[src/rtl/sftl_mod.sv]
module sftl_mod (
  input  logic        clk,
  input  logic        rst,
  input  logic        start,
  input  logic [31:0] dividend,
  input  logic [31:0] divisor,
  output logic        done,
  output logic [31:0] rem
);
  logic        busy;
  logic [31:0] quo;
  logic [5:0]  cnt;
  logic [32:0] trial;

  // One restoring step per cycle, remainder only.
  assign trial = {rem, quo[31]};

  always_ff @(posedge clk) begin
    if (rst) begin
      busy <= 1'b0;
      done <= 1'b0;
    end else begin
      done <= 1'b0;
      if (start) begin
        quo  <= dividend;
        rem  <= '0;
        cnt  <= 6'd32;
        busy <= 1'b1;
      end else if (busy) begin
        if (trial >= {1'b0, divisor}) begin
          rem <= 32'(trial - {1'b0, divisor});
        end else begin
          rem <= trial[31:0];
        end
        quo <= {quo[30:0], 1'b0};
        cnt <= cnt - 6'd1;
        if (cnt == 6'd1) begin
          busy <= 1'b0;
          done <= 1'b1;
        end
      end
    end
  end

endmodule

[config.mk]
export PLATFORM = sky130hd
export DESIGN_NAME = sftl_mod
export DESIGN_NICKNAME = d
export VERILOG_FILES = /design/src/rtl/sftl_mod.sv
export SDC_FILE = /design/constraint.sdc
export NUM_CORES = 1
export LEC_CHECK = 0
export BUFFER_PORTS_ARGS = -buffer_cell sky130_fd_sc_hd__buf_2
export CORE_ASPECT_RATIO = 0.75
export CORE_UTILIZATION = 43
export CTS_BUF_LIST = sky130_fd_sc_hd__clkbuf_16
export CTS_CLUSTER_DIAMETER = 150
export DETAILED_ROUTE_END_ITERATION = 10
export GPL_ROUTABILITY_DRIVEN = 0
export GPL_TIMING_DRIVEN = 0
export SLEW_MARGIN = 30
export SYNTH_ARGS = -nofsm -noshare
export SYNTH_HDL_FRONTEND = slang
export SYNTH_SLANG_ARGS = --single-unit
[constraint.sdc]
create_clock -name clk -period 7 [get_ports clk]
set_clock_uncertainty 0.15 [all_clocks]
set_input_delay 0.35 -clock clk [delete_from_list [all_inputs] [get_ports clk]]
set_output_delay 0.35 -clock clk [all_outputs]
set_load 0.05 [all_outputs]
Yosys cells after proc, flatten, opt, wreduce, memory -nomap -nowiden:

Index checks and enable logic that the tools add are counted.

* $add $sub $neg: 2
* $mul: 0
* divide/modulo/power cells: 0
* order comparisons: 1
* eq/ne operators: 1
* shifts and indexed selects: 0
* mux-type cells: 9
* bitwise operators: 2
* reductions and logical operators: 3

Operators by type and width (count)
* $mux 32: 4
* $ge 33x32->1: 1
* $sub 32x32->32: 1
* $eq 6x1->1 const B: 1
* $mux 6: 1
* $sub 6x1->6 const B: 1
* $mux 1: 4
* $reduce_or 3->1: 1
* $not 1->1: 2
* $reduce_and 2->1: 1
* $reduce_bool 2->1: 1

* register bits after elaboration: 72
* bits in latches: 0
* memory bits (writable): 0
* bits in read-only memories: 0
* input port bits: 67
* output and inout bits: 33
* logic and storage cells: 23
* memories: 0

Logic depth before layout (Yosys ltp):

* word-level depth: 4
* gate-level depth with buffers: 13
* mapped depth without buffers: 12

Worst setup path after synthesis:

OpenSTA, ideal clock, no wires.

* path kind: input-to-reg
* from: input port start
* to: register cnt[0] (enable)
* data arrival time: 3.900 ns
* slack: 2.451 ns
* cell stages on the path: 4
* buffers on the path: 2
* cell sequence: clkbuf_1 -> clkbuf_1 -> nor2_1 -> nor2_1

* cells in the longest elaborated chain, start to end: 2

RTL lines
* start: declaration: RTL line 4 `input logic start,`
* $reduce_bool 2->1 (no line)
* $reduce_and 2->1 (no line)
* end signal: assignment: RTL line 36 `cnt <= cnt - 6'd1;`
* end: declaration: RTL line 12 `logic [5:0] cnt;`

Every way passes these cells.
A chain may end at the register's enable or synchronous reset.

Final worst setup path:

* from: register rem[0]
* to: register rem[27], data pin

* cells in the longest elaborated chain, start to end: 3
* elaborated cells between the ends (all ways): 4

RTL lines
* start: declaration: RTL line 8 `output logic [31:0] rem`
* start signal: assignment: RTL line 31 `rem <= 32'(trial - {1'b0, divisor});`
* start signal: assignment: RTL line 33 `rem <= trial[31:0];`
* $sub 32x32->32 / $ge 33x32->1 (equally long branches): RTL line 31, 30
* $mux 32 *: RTL line 30 `if (trial >= {1'b0, divisor}) begin`
* $mux 32 *: RTL line 29 `end else if (busy) begin`

Mark *: on every way between the ends. The rest lies on a longest branch, timed or not. The select of a mux whose other input is x is not followed.

==> out/results.txt <==
Status: finished, final reports clean
Relative slew slack: 51.1%
Slew at the pin with the worst max-slew slack: 0.727 ns
Setup crit start kind: register
Share of the synthesized area in the top cell type: 41.1%
Final hold vios: 0
Worst skew pair latency: 0.34 ns
Worst setup path startpoint: rem[0]
Syn Nets: 631
H-Tree Depth: 3
Hold Slack: 0.0837 ns
MaxCap Viol Count: 0
Core outline area: 11600 um^2
Syn Inst Count: 529
Worst min path class: primary input to register
Worst VDD drop: 0.125 mV
Synth Area in XOR/XNOR: 4.11%
Most common cell after layout, fill and taps aside: buf_2
Ranking of synthesized cells by area: edfxtp_1, ha_1, mux2_2
WP data required: 6.91 ns
Final ANT Viol Nets: 0
Register area share after synthesis: 41.8%
WS Path Type: register to register
Top cell type by total area after synthesis: edfxtp_1
Yosys warnings: 0
Worst min-delay path startpoint: rst
Overall Global Routing Usage: 22.2%
Post-synth top flop: edfxtp_1
Final period util: 52.0%
Die H: 96.5 um
Vias in the first global route: 4115
Crit path max fanout: 10
Clock transition at path regs: 0.06 ns
Initial Util: 44.1%
Die width: 128 um
Hpwl dp: 10000 um
Antenna violations before repair: 0
Pins Over Slew Limit: 0
Post-synth ARST share: 0%
Unrepaired setup endpoints after global routing: no
Cts repair resizes: 0
Inserted Diodes: 0
Crit path time final: 3.64 ns
Commonest non-fill, non-tap cells in the layout: buf_2, edfxtp_1, a21oi_1, inv_1, nand3_1
First-pass DRT Iterations: 4
Nature of the critical path endpoint: register
Pin count of the biggest net entering global routing: 22
FMAX: 275 MHz
Synth Area in Compound Gates: 18.9%
Final-report setup violation count: 0
CTS tree: yes
I/O pin count: 100
Yosys cell types: 56
Vias per cell: 5.51
Post-CTS Setup Bufs: 0
Max clock buf depth: 2
DRC errors left: 0
Adder-cell share of the synthesized area: 8.70%
Synth Cell Area: 5120 um^2
Area grow syn2layout: 21.5%
CP arrival: 3.55 ns
Die area: 12300 um^2
TritonCTS Buffers: 9
Yosys reg bits: 72
Sink Count: 72
Power Density: 248 nW/um^2
Fraction of the mapped netlist area in simple logic gates: 14.5%
Avg Inst Size Synth: 9.68 um^2
Worst R2R Start: rem[0]
Portion of netlist area occupied by mux cells: 6.82%
Final nets: 743
Clock tree root driver cell: clkbuf_16
Layout cells sized above 1: 25.2%
First-pass GRT wire length: 21000 um
WL/cell: 16.5 um
Leak pwr: 2.63 nW
Via Count: 4452
Post-Route WL: 13300 um
Total gr overflow: 0
Initial DRC count: 329
Number of synthesized flops with an enable pin: 70
Port Buf Inserts: 98
Largest family of logic cells by synthesized area: compound AO/OA/AOI/OAI gates
Setup TNS: 0 ns
CTS Hold Bufs: 0
Core Rows: 34
-- flip-flops by register name, indices dropped and copies added, names as in the netlist --
name / cells
done: 1
busy: 1
cnt: 6
rem: 32
quo: 32
-- area by class of cell --
cell class	instances	area [um^2]
fill	1105	5400
clock buffer	9	225
inverter	41	154
tap	162	203
clock inverter	7	103
buffer	24	105
sequential	72	2140
multi-input combinational	392	2730
timing repair buffer	101	561
-- synth_stat cells, types with 17 or more instances --
library cell  count
inv_1            41
nor2_1           25
clkbuf_1         18
nor3_1           17
nand3_1          36
ha_1             34
o21ai_0          28
xnor2_1          17
a21o_1           17
edfxtp_1         70
a21oi_1          54
mux2_2           31
nand2_1          29
-- per-stage QoR --
step           cell area, um^2  std cells  total power [mW]  setup slack [ns]  utilization (%)
3_3_place_gp              5810        789              1.02             0.710             50.0
5_1_grt                   6220        808              1.62              3.17             53.5
3_5_place_dp              5890        792              1.03              3.45             50.7
6_report                  6220        808              1.54              3.36             53.5
4_1_cts                   6220        808              1.55              3.42             53.5
2_1_floorplan             5120        529             0.907              2.45                -
-- layer usage --
layer / vias up / share of wire (%) / track usage [%]
met1: 2097 / 50 / 32.8
li1: 2197 / - / -
met5: - / 0 / 0
met2: 147 / 43 / 33.2
met4: 0 / 1.0 / 5.98
met3: 11 / 6.1 / 3.80
-- report_power, final --
group	switching, mW	internal, mW
Clock	0.198	0.316
Combinational	0.303	0.180
Sequential	0.0215	0.523
Total	0.523	1.02
-- critical path, cell delays in order, from the launching register on --
cell and delay [ns]:
edfxtp_1 0.47, ha_1 0.32, nor2b_1 0.15, o31ai_1 0.60
a2111o_1 0.33, a21oi_2 0.11, a21oi_2 0.31, a211oi_2 0.12
buf_4 0.21, o21ai_1 0.40, o22ai_1 0.18
-- cells by family after synthesis --
group / count (synthesis)
AO/OA/AOI/OAI: 154
XOR/XNOR: 24
adder cells (fa/ha/maj): 35
buffers and inverters: 65
flip-flops: 72
multiplexers: 31
AND/OR/NAND/NOR: 148
-- path summary, 6_finish.rpt --
path,to,slack (ns),depth (start not counted)
setup / recovery,rem[27],3.36,10
hold / removal,done,0.08,2
setup reg to reg,rem[27],3.36,10
hold reg to reg,done,0.35,1
Power figures use the tool's default switching activity.
