==> config.mk <==
export PLATFORM = sky130hd
export DESIGN_NAME = sftl_cell
export DESIGN_NICKNAME = d
export VERILOG_FILES = /design/src/rtl/sftl_pkg.sv /design/src/rtl/sftl_cell.sv
export SDC_FILE = /design/constraint.sdc
export NUM_CORES = 1
export LEC_CHECK = 0
export BUFFER_PORTS_ARGS = -buffer_cell sky130_fd_sc_hd__buf_2
export CAP_MARGIN = 25
export CORE_AREA = 4 4 213 215
export CTS_CLUSTER_DIAMETER = 30
export DETAILED_ROUTE_END_ITERATION = 12
export DIE_AREA = 0 0 217 219
export HOLD_SLACK_MARGIN = 0.03
export PLACE_DENSITY = 0.53
export REMOVE_ABC_BUFFERS = 1
export SLEW_MARGIN = 15
export SYNTH_ARGS = -nofsm -noshare
export SYNTH_HDL_FRONTEND = slang
export SYNTH_SLANG_ARGS = --single-unit
export TNS_END_PERCENT = 10
==> constraint.sdc <==
create_clock -name clk -period 8.49 [get_ports clk]
set_clock_uncertainty 0.05 [all_clocks]
set_input_delay 1.698 -clock clk [delete_from_list [all_inputs] [get_ports clk]]
set_output_delay 1.698 -clock clk [all_outputs]
set_load 0.01 [all_outputs]
==> src/rtl/sftl_pkg.sv <==
package sftl_pkg;

  localparam int MAX_FRAMES_DEF = 64;
  localparam int HIT_IDX_W      = 8;
  localparam int FRAME_IDX_W    = 6;

  typedef enum logic [1:0] {
    KIND_ADD   = 2'd0,
    KIND_QUERY = 2'd1,
    KIND_FIRST = 2'd2
  } kind_t;

  typedef enum logic [1:0] {
    REG_LOOP   = 2'd0,
    REG_TEX_W  = 2'd1,
    REG_TEX_H  = 2'd2
  } reg_idx_t;

  typedef struct packed {
    logic signed [15:0] u;
    logic signed [15:0] v;
    logic signed [15:0] w;
    logic signed [15:0] h;
    logic [31:0]        dur;
    logic               col;
  } entry_t;

  // Search wavefront handed from cell to cell.
  typedef struct packed {
    logic                 active;
    logic                 found;
    logic [31:0]          start;
    logic [31:0]          t;
    logic [HIT_IDX_W-1:0] idx;
    entry_t               hit;
  } wave_t;

endpackage

==> src/rtl/sftl_cell.sv <==
module sftl_cell #(
  parameter int IDX   = 0,
  parameter int CNT_W = 7
) (
  input  logic                    clk,
  input  logic                    rst,
  input  logic                    wr_en,
  input  logic [CNT_W-1:0]        wr_idx,
  input  sftl_pkg::entry_t        wr_entry,
  input  logic [CNT_W-1:0]        count,
  input  sftl_pkg::wave_t         wave_in,
  output sftl_pkg::wave_t         wave_out,
  output sftl_pkg::entry_t        entry
);
  import sftl_pkg::*;

  entry_t      stored;
  wave_t       wave_next;
  logic [31:0] frame_end;

  // Entry storage, written once when the table grows to this slot.
  always_ff @(posedge clk) begin
    if (wr_en && wr_idx == CNT_W'(IDX)) begin
      stored <= wr_entry;
    end
  end

  assign entry = stored;

  // Test this frame's window and pass the wavefront on.
  always_comb begin
    frame_end = wave_in.start + stored.dur;
    wave_next = wave_in;
    wave_next.start = frame_end;
    if (wave_in.active && !wave_in.found && CNT_W'(IDX) < count &&
        wave_in.start <= wave_in.t && wave_in.t <= frame_end) begin
      wave_next.found = 1'b1;
      wave_next.idx   = HIT_IDX_W'(IDX);
      wave_next.hit   = stored;
    end
  end

  always_ff @(posedge clk) begin
    if (rst) begin
      wave_out.active <= 1'b0;
    end else begin
      wave_out.active <= wave_next.active;
    end
    wave_out.found <= wave_next.found;
    wave_out.start <= wave_next.start;
    wave_out.t     <= wave_next.t;
    wave_out.idx   <= wave_next.idx;
    wave_out.hit   <= wave_next.hit;
  end

endmodule

# --- Yosys cells after proc, flatten, opt, wreduce, memory -nomap -nowiden ---
# Index checks and enable logic that the tools add are counted.
totals:
  register_bits: 268
op_classes:
  add_sub_neg: 1
  n_lt_le_gt_ge: 3
  n_mux: 1
  n_reduce_logical: 7
op_table:
  columns: ["op", "count"]
  rows:
  - ["97-bit 2-to-1 mux", 1]
  - ["32-bit <= comparator", 2]
  - ["32-bit adder", 1]
  - ["7-bit logical NOT", 1]
  - ["1-bit by 7-bit < comparator with 1-bit output (first input constant)", 1]
  - ["1-bit logical AND", 5]
  - ["1-bit logical NOT", 1]

# --- Logic depth before layout (Yosys ltp) ---
logic_depth:
  ltp_word: 6
  mapped_depth: 22
  depth_no_buf: 19

# --- Worst setup path before layout ---
# Ideal clock, no wire load.
synth_path:
  path_type: "input -> register"
  startpoint: "input wave_in[150] in the netlist's numbering"
  endpoint: "register wave_out[55] in the netlist's numbering"
  arrival_ns: 5.524
  required_time_ns: 8.319
  setup_slack_ns: 2.795
  cell_stages: 22
  n_path_buf: 4
  cell_sequence: "ha_1 > buf_6 > a211o_1 > a2111oi_2 > nor3_1 > a21o_1 > o2111ai_2 > nand2_2 > a31oi_1 > xor2_1 > ha_1 > nand2_1 > nor2_1 > a211oi_1 > o21ai_0 > a211oi_1 > a32oi_1 > a211o_1 > buf_2 > buf_6 > buf_6 > mux2_4"
synth_lines:
  columns: ["element", "line_no", "text"]
  rows:
  - ["start: declaration", "sftl_cell.sv:11", "input sftl_pkg::wave_t wave_in,"]
  - ["end: declaration", "sftl_cell.sv:12", "output sftl_pkg::wave_t wave_out,"]

==> flow_metrics.tcl <==
set metrics [dict create \
    status "finished clean" \
    cts.sinks 268 \
    synth_top_area_frac 0.3117 \
    io-pin-count 553 \
    power.leakage_uw 0.007923 \
    vias 8909 \
    overflow 0 \
    reg2reg_from "entry[17]" \
    drive_above_1_share 0.5155 \
    syn_avg_cell_area_um2 13.09 \
    powerDensity_mw_per_mm2 258.7 \
    clk_path_buf_depth 3 \
    post_cts_buffers 0 \
    start_util 0.2511 \
    ff_latch_area_mm2 0.006336 \
    fin_tns_setup_ps 0 \
    clk-insertion-delay-late_ps 590 \
    clockRootBuffer "clkbuf_16" \
    synth_compound_area_frac 0.07906 \
    fin_nets 1817 \
    multi_input_area_mm2 0.004302 \
    drv_cap 0 \
    yosys_most_used_dff "dfxtp_1" \
    synth_area_leaders "dfxtp_1 31%, edfxtp_1 27%, ha_1 11%" \
    fmax_ghz 0.1501 \
    end_kind "register" \
    synthesis.area_mm2 0.01098 \
    htreeDepth 2 \
    min_period_over_period 0.7846 \
    r2r-end "wave_out[25]" \
    rsz0062_at_grt "no" \
    worstPathArrival_ps 7080 \
    antenna_found_initial 2 \
    worst-path-max-fanout 78 \
    worstPathRequired_ps 8910 \
    post-route-min-period_ps 6661 \
    ys_ff_latch 268 \
    post-route-util 0.3792 \
    io_buffer_count 552 \
    cts_tree "yes" \
    muxShareOfSynthArea 0.1131 \
    die-width_um 217 \
    synth_top_family_by_area "multiplexers" \
    report.final.hold_viol_count 0 \
    synth-edff-count 97 \
    slew_headroom 0.4515 \
    holdWs_ps 439.1 \
    vias_per_cell 4.283 \
    globalplace.congestion 0.8523 \
    grt_start_max_net_pins 79 \
    cts_buffers 59 \
    postRouteAntennaNets 0 \
    hpwl_mm 31.92 \
    async_flop_share 0 \
    reg2reg_slack_ps 2630 \
    min_from "entry[67]" \
    synth_xor_area_frac 0.02871 \
    instances_no_fill 2080 \
    ys_seq_area_frac 0.5769 \
    clk_pin_slew_ps 50 \
    core_mm2 0.04374 \
    max-vdd-ir-drop_mv 0.1623 \
    track_usage 0.1567 \
    min_path_cells 1 \
    holdBufCountCts 0 \
    fp-row-count 77 \
    min_path_type "register to register" \
    synth_top_cell_by_area "dfxtp_1" \
    synthSimpleGateAreaFrac 0.05958 \
    dieHeight_um 219 \
    placed_cells 1967 \
    cts.repair.resized 0 \
    drc 0 \
    yosys_warnings 0 \
    tightest_slew_ps 822.8 \
    path_class "input port to register" \
    routedWlPerCell_um 19.01 \
    drt_wl_total_mm 39.55 \
    setup_viol 0 \
    slew_viol_final 0 \
    synth_cell_types 54 \
    synth_cells 839 \
    firstDrtPassIters 5 \
    fin_total_pwr_uw 4291 \
    synth_adder_area_share 0.1100 \
    min_to "wave_out[67]" \
    start_kind "input port" \
    fill_cells 4341 \
    drtIter0Drc 434 \
    r2r_cells 17 \
    grt_pass1_wl_mm 56.45 \
    syn_to_final_growth_pct 51.01 \
    grt_pass1_vias 9356 \
    fp.dieArea_mm2 0.04752 \
]
synth_stat cells (6+ instances only):
cell / count
a21o_1: 17
nor2b_1: 9
buf_6: 6
a21oi_1: 48
nor3_1: 9
o21ai_0: 21
dfxtp_1: 171
and2_1: 8
xnor2_1: 21
ha_1: 95
inv_1: 62
edfxtp_1: 97
a211oi_1: 6
xor2_1: 15
nand2_1: 29
buf_2: 6
nand2b_1: 8
clkbuf_1: 6
nand4_1: 15
nor2_1: 22
nand3_1: 10
mux2_4: 40
mux2_2: 57
worst max-delay path by stage:
stage / startpoint / cells past startpoint / slack, ps / endpoint
after floorplan: wave_in[153] / 16 / 670 / wave_out[0]
after global placement: wave_in[153] / 18 / 1190 / wave_out[26]
after detailed placement: wave_in[153] / 18 / 1190 / wave_out[39]
after CTS: wave_in[153] / 18 / 1770 / wave_out[95]
after global routing: wave_in[153] / 18 / 1400 / wave_out[50]
final: wave_in[153] / 18 / 1830 / wave_out[25]
cell usage in the layout (no fill, tap or decap), types with 5 or more instances in the layout:
| cell type | instances |
|---|---|
| a211oi_1 | 6 |
| clkbuf_1 | 6 |
| xnor2_1 | 21 |
| a21o_1 | 17 |
| edfxtp_1 | 97 |
| bufinv_16 | 9 |
| nor4_1 | 5 |
| dfxtp_1 | 171 |
| o21bai_1 | 5 |
| nand2_1 | 29 |
| nor2b_1 | 9 |
| and2_1 | 8 |
| mux2_2 | 57 |
| nor3_1 | 9 |
| clkinv_2 | 9 |
| nand4_1 | 15 |
| clkbuf_8 | 9 |
| clkbuf_16 | 61 |
| nand3_1 | 10 |
| mux2_4 | 40 |
| ha_1 | 95 |
| buf_2 | 552 |
| inv_6 | 6 |
| a21oi_1 | 48 |
| clkinv_4 | 6 |
| inv_1 | 62 |
| o21ai_0 | 21 |
| nand2b_1 | 8 |
| nor2_1 | 22 |
| xor2_1 | 15 |
registers in the layout, indices dropped and copies added (netlist names):
| signal | count |
|---|---|
| wave_out | 171 |
| entry | 97 |
where the power goes:
group | total, uW | switching (uW) | internal [uW]
Sequential | 1420 | 19.0 | 1400
Combinational | 441 | 231 | 210
Clock | 2430 | 758 | 1670
layout make-up:
type,count,area share
clock inverter,35,0.03010
clock buffer,76,0.1009
sequential,268,0.3820
timing repair buffer,555,0.1687
inverter,62,0.01403
multi-input combinational,490,0.2594
antenna,2,0.0003018
tap,592,0.04466
per-layer routing:
layer / routed length, um / global-route usage / part of all wire
met2: 19320 / 0.2697 / 0.49
met3: 3225 / 0.05151 / 0.082
met1: 15880 / 0.1843 / 0.40
met5: 21 / 0 / 0.00053
met4: 1099 / 0.05385 / 0.028
stage by stage:
step	worst slack (ps)	instance area [um2]
global route	1404	16580
detailed placement	1193	14410
CTS	1770	16580
floorplan	668.3	10860
global placement	1194	14410
finish	1829	16590
critical path, cell delays in order:
cell	delay [ps]
buf_2	120
ha_1	370
a2111oi_0	480
o21ai_0	160
o22ai_1	210
nand3_1	280
o31ai_1	620
or2_2	250
nand2b_1	110
xnor2_1	170
ha_1	330
nand4_1	150
nor4_1	690
o41ai_1	190
a32oi_1	230
a211o_4	140
buf_12	340
mux2_2	400
logic make-up (layout without fill, tap and decap cells):
logic type | count (synthesis) | count (layout)
flops | 268 | 268
compound gates | 134 | 134
simple gates | 127 | 127
mux | 97 | 97
fa+ha+maj | 96 | 96
buf+inv | 81 | 728
xor+xnor | 36 | 36
other cells | 0 | 2
(Power assumes the default switching activity.)
